**src/cnpm_pkg.sv**
```systemverilog
`timescale 1ns / 1ps
// shared types, constants and helpers of the client name pattern matcher
package cnpm_pkg;

  localparam int CHAR_SLOTS = 32;
  localparam int CHAR_BITS  = 8 * CHAR_SLOTS;
  localparam int APB_ADDR_W = 6;
  localparam int APB_DATA_W = 64;

  localparam logic [7:0] CH_ANY      = 8'h3F;
  localparam logic [7:0] CH_STAR     = 8'h2A;
  localparam logic [7:0] CH_UPPER_A  = 8'h41;
  localparam logic [7:0] CH_UPPER_Z  = 8'h5A;
  localparam logic [7:0] CASE_OFFSET = 8'h20;

  localparam logic [1:0] MODE_CONTAINS = 2'd0;
  localparam logic [1:0] MODE_EXACT    = 2'd1;
  localparam logic [1:0] MODE_WILDCARD = 2'd2;

  localparam logic [2:0] REG_CHARS_A  = 3'd0;
  localparam logic [2:0] REG_CHARS_B  = 3'd1;
  localparam logic [2:0] REG_CHARS_C  = 3'd2;
  localparam logic [2:0] REG_CHARS_D  = 3'd3;
  localparam logic [2:0] REG_LENGTH   = 3'd4;
  localparam logic [2:0] REG_MODE     = 3'd5;
  localparam logic [2:0] REG_FOLD     = 3'd6;

  typedef struct packed {
    logic [CHAR_BITS-1:0] chars;
    logic [5:0]           length;
    logic [1:0]           mode;
    logic                 fold;
  } cfg_t;

  typedef struct packed {
    logic       wild;
    logic       start_pending;
    logic       load;
    logic [7:0] name_char;
  } cell_ctl_t;

  typedef struct packed {
    logic start;
    logic shift;
    logic clos;
  } cell_link_t;

  typedef struct packed {
    logic cur_end;
    logic next_end;
  } cell_stat_t;

  function automatic logic [7:0] fold_char(input logic [7:0] c, input logic en);
    logic [7:0] r;
    r = c;
    if (en && (c >= CH_UPPER_A) && (c <= CH_UPPER_Z)) begin
      r = c + CASE_OFFSET;
    end
    return r;
  endfunction

endpackage

```
**src/cnpm_name_if.sv**
```systemverilog
`timescale 1ns / 1ps
// request channel carrying one name byte per transfer
interface cnpm_name_if;
  logic       valid;
  logic       ready;
  logic [7:0] name_byte;
  logic       is_last;
  logic       is_empty;

  modport source (output valid, output name_byte, output is_last, output is_empty,
                  input ready);
  modport sink (input valid, input name_byte, input is_last, input is_empty,
                output ready);
endinterface

```
**src/cnpm_match_if.sv**
```systemverilog
`timescale 1ns / 1ps
// result channel carrying the match verdict
interface cnpm_match_if;
  logic valid;
  logic ready;
  logic matched;

  modport source (output valid, output matched, input ready);
  modport sink (input valid, input matched, output ready);
endinterface

```
**src/cnpm_regs.sv**
```systemverilog
`timescale 1ns / 1ps
// apb configuration registers of the pattern matcher
module cnpm_regs (
  input  logic                                clk,
  input  logic                                rst,
  input  logic                                psel,
  input  logic                                penable,
  input  logic                                pwrite,
  input  logic [cnpm_pkg::APB_ADDR_W-1:0]     paddr,
  input  logic [cnpm_pkg::APB_DATA_W-1:0]     pwdata,
  output logic [cnpm_pkg::APB_DATA_W-1:0]     prdata,
  output logic                                pready,
  output cnpm_pkg::cfg_t                      cfg
);

  logic       wr_en;
  logic [2:0] reg_idx;

  assign pready  = 1'b1;
  assign wr_en   = psel & penable & pwrite;
  assign reg_idx = paddr[5:3];

  always_ff @(posedge clk) begin
    if (rst) begin
      cfg.chars  <= '0;
      cfg.length <= '0;
      cfg.mode   <= cnpm_pkg::MODE_CONTAINS;
      cfg.fold   <= 1'b1;
    end else if (wr_en) begin
      unique case (reg_idx)
        cnpm_pkg::REG_CHARS_A: cfg.chars[63:0]    <= pwdata;
        cnpm_pkg::REG_CHARS_B: cfg.chars[127:64]  <= pwdata;
        cnpm_pkg::REG_CHARS_C: cfg.chars[191:128] <= pwdata;
        cnpm_pkg::REG_CHARS_D: cfg.chars[255:192] <= pwdata;
        cnpm_pkg::REG_LENGTH:  cfg.length         <= pwdata[5:0];
        cnpm_pkg::REG_MODE:    cfg.mode           <= pwdata[1:0];
        cnpm_pkg::REG_FOLD:    cfg.fold           <= pwdata[0];
        default: ;
      endcase
    end
  end

  always_comb begin
    unique case (reg_idx)
      cnpm_pkg::REG_CHARS_A: prdata = cfg.chars[63:0];
      cnpm_pkg::REG_CHARS_B: prdata = cfg.chars[127:64];
      cnpm_pkg::REG_CHARS_C: prdata = cfg.chars[191:128];
      cnpm_pkg::REG_CHARS_D: prdata = cfg.chars[255:192];
      cnpm_pkg::REG_LENGTH:  prdata = {58'd0, cfg.length};
      cnpm_pkg::REG_MODE:    prdata = {62'd0, cfg.mode};
      cnpm_pkg::REG_FOLD:    prdata = {63'd0, cfg.fold};
      default:               prdata = '0;
    endcase
  end

endmodule

```
**src/cnpm_cell.sv**
```systemverilog
`timescale 1ns / 1ps
// one pattern position: holds its active bit and passes shift and closure on
module cnpm_cell (
  input  logic                   clk,
  input  logic                   rst,
  input  cnpm_pkg::cell_ctl_t    ctl,
  input  logic                   enable,
  input  logic                   at_end,
  input  logic [7:0]             pat_char,
  input  cnpm_pkg::cell_link_t   link_in,
  output cnpm_pkg::cell_link_t   link_out,
  output cnpm_pkg::cell_stat_t   stat
);

  logic act;
  logic cur;
  logic nxt;
  logic hold;
  logic hit;

  // a star keeps its position alive in wildcard mode
  assign hold = ctl.wild & (pat_char == cnpm_pkg::CH_STAR);
  assign hit  = (pat_char == ctl.name_char) | (ctl.wild & (pat_char == cnpm_pkg::CH_ANY));
  assign cur  = ctl.start_pending ? link_in.start : act;
  assign nxt  = (enable & cur & hold) | link_in.shift | link_in.clos;

  assign link_out.start = link_in.start & enable & hold;
  assign link_out.shift = enable & cur & ~hold & hit;
  assign link_out.clos  = nxt & enable & hold;

  assign stat.cur_end  = cur & at_end;
  assign stat.next_end = nxt & at_end;

  always_ff @(posedge clk) begin
    if (rst) begin
      act <= 1'b0;
    end else if (ctl.load) begin
      act <= nxt;
    end
  end

endmodule

```
**src/cnpm_out_buf.sv**
```systemverilog
`timescale 1ns / 1ps
// two-entry output buffer for match verdicts
module cnpm_out_buf (
  input  logic                 clk,
  input  logic                 rst,
  input  logic                 push,
  input  logic                 push_matched,
  output logic                 full,
  cnpm_match_if.source         rsp
);

  logic head_valid;
  logic head_matched;
  logic skid_valid;
  logic skid_matched;
  logic pop;

  assign pop         = head_valid & rsp.ready;
  assign rsp.valid   = head_valid;
  assign rsp.matched = head_matched;
  assign full        = skid_valid;

  always_ff @(posedge clk) begin
    if (rst) begin
      head_valid <= 1'b0;
      skid_valid <= 1'b0;
    end else if (skid_valid) begin
      if (pop) begin
        head_matched <= skid_matched;
        skid_valid   <= 1'b0;
      end
    end else if (head_valid && !pop) begin
      if (push) begin
        skid_valid   <= 1'b1;
        skid_matched <= push_matched;
      end
    end else begin
      head_valid <= push;
      if (push) begin
        head_matched <= push_matched;
      end
    end
  end

endmodule

```
**src/client_name_pattern_matcher_unit.sv**
```systemverilog
`timescale 1ns / 1ps
// top level of the client name pattern matcher
//
//   channel  dir  handshake      payload
//   req      in   valid/ready    name_byte[7:0], is_last, is_empty
//   rsp      out  valid/ready    matched
//   apb      in   psel/penable   paddr[5:0], pwdata[63:0] -> prdata[63:0]
//
// one name byte per cycle unless req stalls; the last request's verdict is registered
// the row of position cells updates the active vector on each accepted name byte
// rst clears the active vector and arms the start load; registers return to reset values
// req stalls only when both output buffer entries hold an untaken verdict
module client_name_pattern_matcher_unit #(
  parameter int PATTERN_MAX = 32
) (
  input  logic                              clk,
  input  logic                              rst,
  cnpm_name_if.sink                         req,
  cnpm_match_if.source                      rsp,
  input  logic                              psel,
  input  logic                              penable,
  input  logic                              pwrite,
  input  logic [cnpm_pkg::APB_ADDR_W-1:0]   paddr,
  input  logic [cnpm_pkg::APB_DATA_W-1:0]   pwdata,
  output logic [cnpm_pkg::APB_DATA_W-1:0]   prdata,
  output logic                              pready
);

  cnpm_pkg::cfg_t          cfg;
  cnpm_pkg::cell_ctl_t     ctl;
  cnpm_pkg::cell_link_t    link [PATTERN_MAX+2];
  cnpm_pkg::cell_stat_t    stat [PATTERN_MAX+1];

  logic [PATTERN_MAX:0] cur_end_vec;
  logic [PATTERN_MAX:0] next_end_vec;

  logic wild;
  logic contains;
  logic accept;
  logic done;
  logic buf_full;
  logic start_pending;
  logic found;
  logic cur_end;
  logic next_end;
  logic found_pre;
  logic found_new;
  logic matched;

  cnpm_regs u_regs (
    .clk     (clk),
    .rst     (rst),
    .psel    (psel),
    .penable (penable),
    .pwrite  (pwrite),
    .paddr   (paddr),
    .pwdata  (pwdata),
    .prdata  (prdata),
    .pready  (pready),
    .cfg     (cfg)
  );

  assign wild     = (cfg.mode == cnpm_pkg::MODE_WILDCARD);
  assign contains = (cfg.mode != cnpm_pkg::MODE_WILDCARD) && (cfg.mode != cnpm_pkg::MODE_EXACT);

  assign req.ready = ~buf_full;
  assign accept    = req.valid & req.ready;
  assign done      = req.is_empty | req.is_last;

  assign ctl.wild          = wild;
  assign ctl.start_pending = start_pending;
  assign ctl.load          = accept & ~req.is_empty;
  assign ctl.name_char     = cnpm_pkg::fold_char(req.name_byte, cfg.fold);

  // position zero seeds the start vector and, in contains mode, restarts every byte
  assign link[0].start = 1'b1;
  assign link[0].shift = contains;
  assign link[0].clos  = 1'b0;

  for (genvar i = 0; i <= PATTERN_MAX; i++) begin : g_cell
    logic [7:0] pat_char;
    logic       enable;
    logic       at_end;

    if (i < cnpm_pkg::CHAR_SLOTS) begin : g_stored
      assign pat_char = cnpm_pkg::fold_char(cfg.chars[8*i +: 8], cfg.fold);
    end else begin : g_blank
      assign pat_char = 8'h00;
    end

    if (i == PATTERN_MAX) begin : g_tail
      assign enable = 1'b0;
      assign at_end = ({1'b0, cfg.length} >= 7'(PATTERN_MAX));
    end else begin : g_body
      assign enable = ({1'b0, cfg.length} > 7'(i));
      assign at_end = ({1'b0, cfg.length} == 7'(i));
    end

    cnpm_cell u_cell (
      .clk      (clk),
      .rst      (rst),
      .ctl      (ctl),
      .enable   (enable),
      .at_end   (at_end),
      .pat_char (pat_char),
      .link_in  (link[i]),
      .link_out (link[i+1]),
      .stat     (stat[i])
    );

    assign cur_end_vec[i]  = stat[i].cur_end;
    assign next_end_vec[i] = stat[i].next_end & ~link[i+1].start;
  end

  assign cur_end   = |cur_end_vec;
  assign next_end  = |next_end_vec;
  assign found_pre = (found & ~start_pending) | (contains & cur_end);
  assign found_new = found_pre | (contains & ~req.is_empty & next_end);
  assign matched   = contains ? found_new : (req.is_empty ? cur_end : next_end);

  always_ff @(posedge clk) begin
    if (rst) begin
      start_pending <= 1'b1;
      found         <= 1'b0;
    end else if (accept) begin
      start_pending <= done;
      found         <= found_new & ~done;
    end
  end

  cnpm_out_buf u_out_buf (
    .clk          (clk),
    .rst          (rst),
    .push         (accept & done),
    .push_matched (matched),
    .full         (buf_full),
    .rsp          (rsp)
  );

endmodule
```
**src/flat_wrapper.sv**
```systemverilog
// flat-port wrapper written by rule: the top's interface ports become plain ports
module client_name_pattern_matcher_unit_flat 
#(
  parameter int PATTERN_MAX = 32
)
  (clk, rst, psel, penable, pwrite, paddr, pwdata, prdata, pready, req_valid, req_name_byte, req_is_last, req_is_empty, req_ready, rsp_valid, rsp_matched, rsp_ready);
  cnpm_name_if req_i ();
  cnpm_match_if rsp_i ();
  input  logic clk;
  input  logic rst;
  input  logic psel;
  input  logic penable;
  input  logic pwrite;
  input  logic [cnpm_pkg::APB_ADDR_W-1:0] paddr;
  input  logic [cnpm_pkg::APB_DATA_W-1:0] pwdata;
  output logic [cnpm_pkg::APB_DATA_W-1:0] prdata;
  output logic pready;
  input wire logic [$bits(req_i.valid)-1:0] req_valid;
  input wire logic [$bits(req_i.name_byte)-1:0] req_name_byte;
  input wire logic [$bits(req_i.is_last)-1:0] req_is_last;
  input wire logic [$bits(req_i.is_empty)-1:0] req_is_empty;
  output wire logic [$bits(req_i.ready)-1:0] req_ready;
  output wire logic [$bits(rsp_i.valid)-1:0] rsp_valid;
  output wire logic [$bits(rsp_i.matched)-1:0] rsp_matched;
  input wire logic [$bits(rsp_i.ready)-1:0] rsp_ready;
  assign req_i.valid = req_valid;
  assign req_i.name_byte = req_name_byte;
  assign req_i.is_last = req_is_last;
  assign req_i.is_empty = req_is_empty;
  assign req_ready = req_i.ready;
  assign rsp_valid = rsp_i.valid;
  assign rsp_matched = rsp_i.matched;
  assign rsp_i.ready = rsp_ready;
  client_name_pattern_matcher_unit #(.PATTERN_MAX(PATTERN_MAX)) u_core (.clk(clk), .rst(rst), .req(req_i), .rsp(rsp_i), .psel(psel), .penable(penable), .pwrite(pwrite), .paddr(paddr), .pwdata(pwdata), .prdata(prdata), .pready(pready));
endmodule
```
**config.mk**
```make
export PLATFORM = sky130hd
export DESIGN_NAME = client_name_pattern_matcher_unit_flat
export DESIGN_NICKNAME = d
export VERILOG_FILES = /design/src/cnpm_pkg.sv /design/src/cnpm_name_if.sv /design/src/cnpm_match_if.sv /design/src/cnpm_regs.sv /design/src/cnpm_cell.sv /design/src/cnpm_out_buf.sv /design/src/client_name_pattern_matcher_unit.sv /design/src/flat_wrapper.sv
export SDC_FILE = /design/constraint.sdc
export NUM_CORES = 1
export LEC_CHECK = 0
export ABC_AREA = 1
export BUFFER_PORTS_ARGS = -buffer_cell sky130_fd_sc_hd__buf_4
export CORE_ASPECT_RATIO = 1.1
export CORE_MARGIN = 10
export CORE_UTILIZATION = 65
export CTS_BUF_LIST = sky130_fd_sc_hd__clkbuf_4 sky130_fd_sc_hd__clkbuf_8
export CTS_CLUSTER_DIAMETER = 120
export DETAILED_ROUTE_END_ITERATION = 7
export PLACE_DENSITY = 0.88
export SLEW_MARGIN = 20
export SYNTH_ARGS = -nofsm -noshare
export SYNTH_HDL_FRONTEND = slang
export SYNTH_HIERARCHICAL = 1
export SYNTH_SLANG_ARGS = --single-unit
```
**constraint.sdc**
```tcl
create_clock -name clk -period 32.6 [get_ports clk]
set_input_delay 6.52 -clock clk [delete_from_list [all_inputs] [get_ports clk]]
set_output_delay 6.52 -clock clk [all_outputs]
set_load 0.005 [all_outputs]
```
==> summary.txt <==
Cells and area
  – Fin nets: 5515
  – Synthesis-to-finish area growth: 9.25%
  – Share of layout cells above drive strength 1: 11.7%
  – # diodes: 0

Power
  – Leakage power total: 0.0150 uW
  – Worst VDD drop: 0.0000319 V
  – Sw frac: 29.0%
  – Combinational Power Share: 14.0%
  – Tot Pwr: 932 uW
  – Clk network pwr share: 44.2%
  – Internal Power: 661 uW
  – Sw power: 271 uW
  – Sequential share of power: 41.8%
  – P per Cell Area: 30.5 nW/um^2

GRT
  – Top Usage Layer GRT: met2
  – Vias in the first global route: 28109
  – Met2 usage: 54.6%
  – Pin count of the biggest net entering global routing: 121
  – M1 GR Usage: 38.3%
  – Remaining Overflow, GRT: 0
  – Global-route wire length before repair: 138 mm
  – GRT met3 Usage: 4.85%
  – Initial antenna violation count: 0
  – Total GRT Usage: 31.5%

Job
  – Max-cap viol count: 0

Clock tree
  – Clock Pin Slew Worst Setup and Hold Paths: 0.06 ns
  – CTS buffer count: 54
  – Post-CTS sizing: 0
  – Post-CTS setup buffers: 0
  – CTS tree: done
  – Clock root buffer: clkbuf_8
  – # H-tree levels: 2
  – Hold buffers post-CTS: 0
  – Bufs on Longest Clock Path: 3
  – # clock sinks: 304
  – Clk_lat worst skew: 0.68 ns

Floorplanning
  – Rows: 79
  – Die height: 238 um
  – Die Footprint: 51800 um^2
  – Total core area: 42400 um^2
  – Die Width: 218 um
  – IO Count: 155
  – Initial Utilization: 66.0%

Yosys
  – Yosys Warn Count: 6
  – Syn Area/Cell: 5.29 um^2
  – Cell Area, Synth: 28000 um^2
  – Mapped Cells: 5292

Status
  – Status: completed

Worst setup path
  – Worst Path Arrival: 21.00 ns
  – Crit. End Element: flop
  – Slowest stage delay, CP: 0.52 ns
  – Worst r2r path cells: 150
  – CP max stage cell: o21bai_4
  – Crit path to: u_core/u_out_buf/rsp.matched
  – Crit path max fanout: 36
  – Worst R2R End: u_core/u_out_buf/rsp.matched
  – Crit path top cell by count: nand2_1
  – Crit Path Category: in2reg
  – Worst path required time: 33.01 ns
  – Reg2reg start: u_core/u_regs/cfg[8]
  – Crit path launch: req_name_byte[1]
  – CP startpoint kind: input port
  – Register-to-register setup slack: 17.35 ns

STA
  – Clock skew: 0.0255 ns
  – Max Clock Freq: 48.6 MHz
  – Period utilisation layout: 63.2%
  – Slew Limit Headroom: 25.7%
  – Total Neg Setup Slack: 0 ns
  – RSZ-0062 raised after global routing: false
  – Tightest Pin Transition: 1.11 ns
  – Fin. max-slew vios: 0
  – Setup violators final: 0
  – Min cycle time layout: 20.59 ns
  – Final Hold Fails: 0

Placed design
  – GPL Wtd Cong: 1.01
  – DPL Wire Length: 59.5 mm
  – Number of buffers added on ports: 150

Route
  – DRT Pass-1 Iters: 6
  – Antenna Nets Post-Route: 0
  – DR vias: 31384
  – Via count normalized by instance count: 5.23
  – DRT iter0 DRCs: 3041
  – Routed length per instance: 14.2 um
  – Remaining DRCs: 0
  – Detailed-route wire length: 85.2 mm

Hold path
  – Worst Hold Class: reg2reg
through the flow:
step	std cells	hold slack (ns)	instance area [um^2]	utilization, %	setup slack (ns)
after floorplan	5301	0.439	28000	-	13.52
after global placement	5905	0.455	29400	69.2	12.07
after detailed placement	5905	0.458	29400	69.2	11.87
after CTS	6001	0.467	30600	72.1	12.38
after global routing	6001	0.503	30600	72.1	9.89
final	6001	0.472	30600	72.1	12.01
flip-flops by register name, indices dropped and copies added, names as in the netlist:
signal                         cells
u_core/found                       1
u_core/g_cell.u_cell/act          33
u_core/start_pending               1
u_core/u_out_buf/full              1
u_core/u_out_buf/rsp.matched       1
u_core/u_out_buf/rsp.valid         1
u_core/u_out_buf/skid_matched      1
u_core/u_regs/cfg                265
final cells by class:
class / instances / area, um^2
Inverter: 967 / 3640
Fill cell: 3922 / 11800
Clock buffer: 86 / 1070
Timing Repair Buffer: 180 / 1350
Tap cell: 567 / 709
Clock inverter: 10 / 154
Multi-Input combinational cell: 3887 / 17600
Sequential cell: 304 / 6110
layer usage:
metal	vias to the layer above	routed length, um
met5	-	0
met1	13824	34200
met3	245	7280
met2	1377	40400
li1	15938	-
met4	0	3330
critical path, delay by kind of cell:
kind,cells,cell delay [ns]
buf+inv,32,1.29
simple gates,112,12.25
compound gates,4,0.75
xor+xnor,1,0.12
power by group through the flow:
| stage | sequential (uW) | combinational (uW) | clock, uW |
|---|---|---|---|
| final | 389 | 130 | 412 |
| after detailed placement | 397 | 127 | 0 |
| after CTS | 389 | 128 | 415 |
| after floorplan | 394 | 90.0 | 0 |
| after global placement | 397 | 124 | 0 |
| after global routing | 390 | 146 | 429 |
cell usage in the layout, fill, tap and decap left out, types with 2 or more instances in the layout:
master	instances
nand2_1	1847
inv_1	826
nand2_2	100
nor3_2	34
nor4_1	31
or2_0	2
clkbuf_8	68
a21oi_1	94
inv_2	106
conb_1	12
xnor2_1	96
o311ai_0	2
nand3_1	289
clkbuf_4	18
bufinv_16	4
inv_6	2
clkinv_2	5
o21bai_1	31
dfxtp_1	301
nand3_2	34
o211ai_1	24
buf_4	180
nor3_1	71
edfxtp_1	2
nand4_1	50
ha_1	34
o21ai_0	24
nor2_4	43
clkinv_1	33
nor2_1	1020
nor2_2	37
o311ai_1	4
worst min-delay path by stage:
stage                       from            to  slack (ns)  depth (start not counted)
floorplan           u_core/found  u_core/found        0.44                          2
global placement    u_core/found  u_core/found        0.45                          2
detailed placement  u_core/found  u_core/found        0.46                          2
CTS                 u_core/found  u_core/found        0.47                          2
global route        u_core/found  u_core/found        0.50                          2
finish              u_core/found  u_core/found        0.47                          2
(Power assumes the default switching activity.)
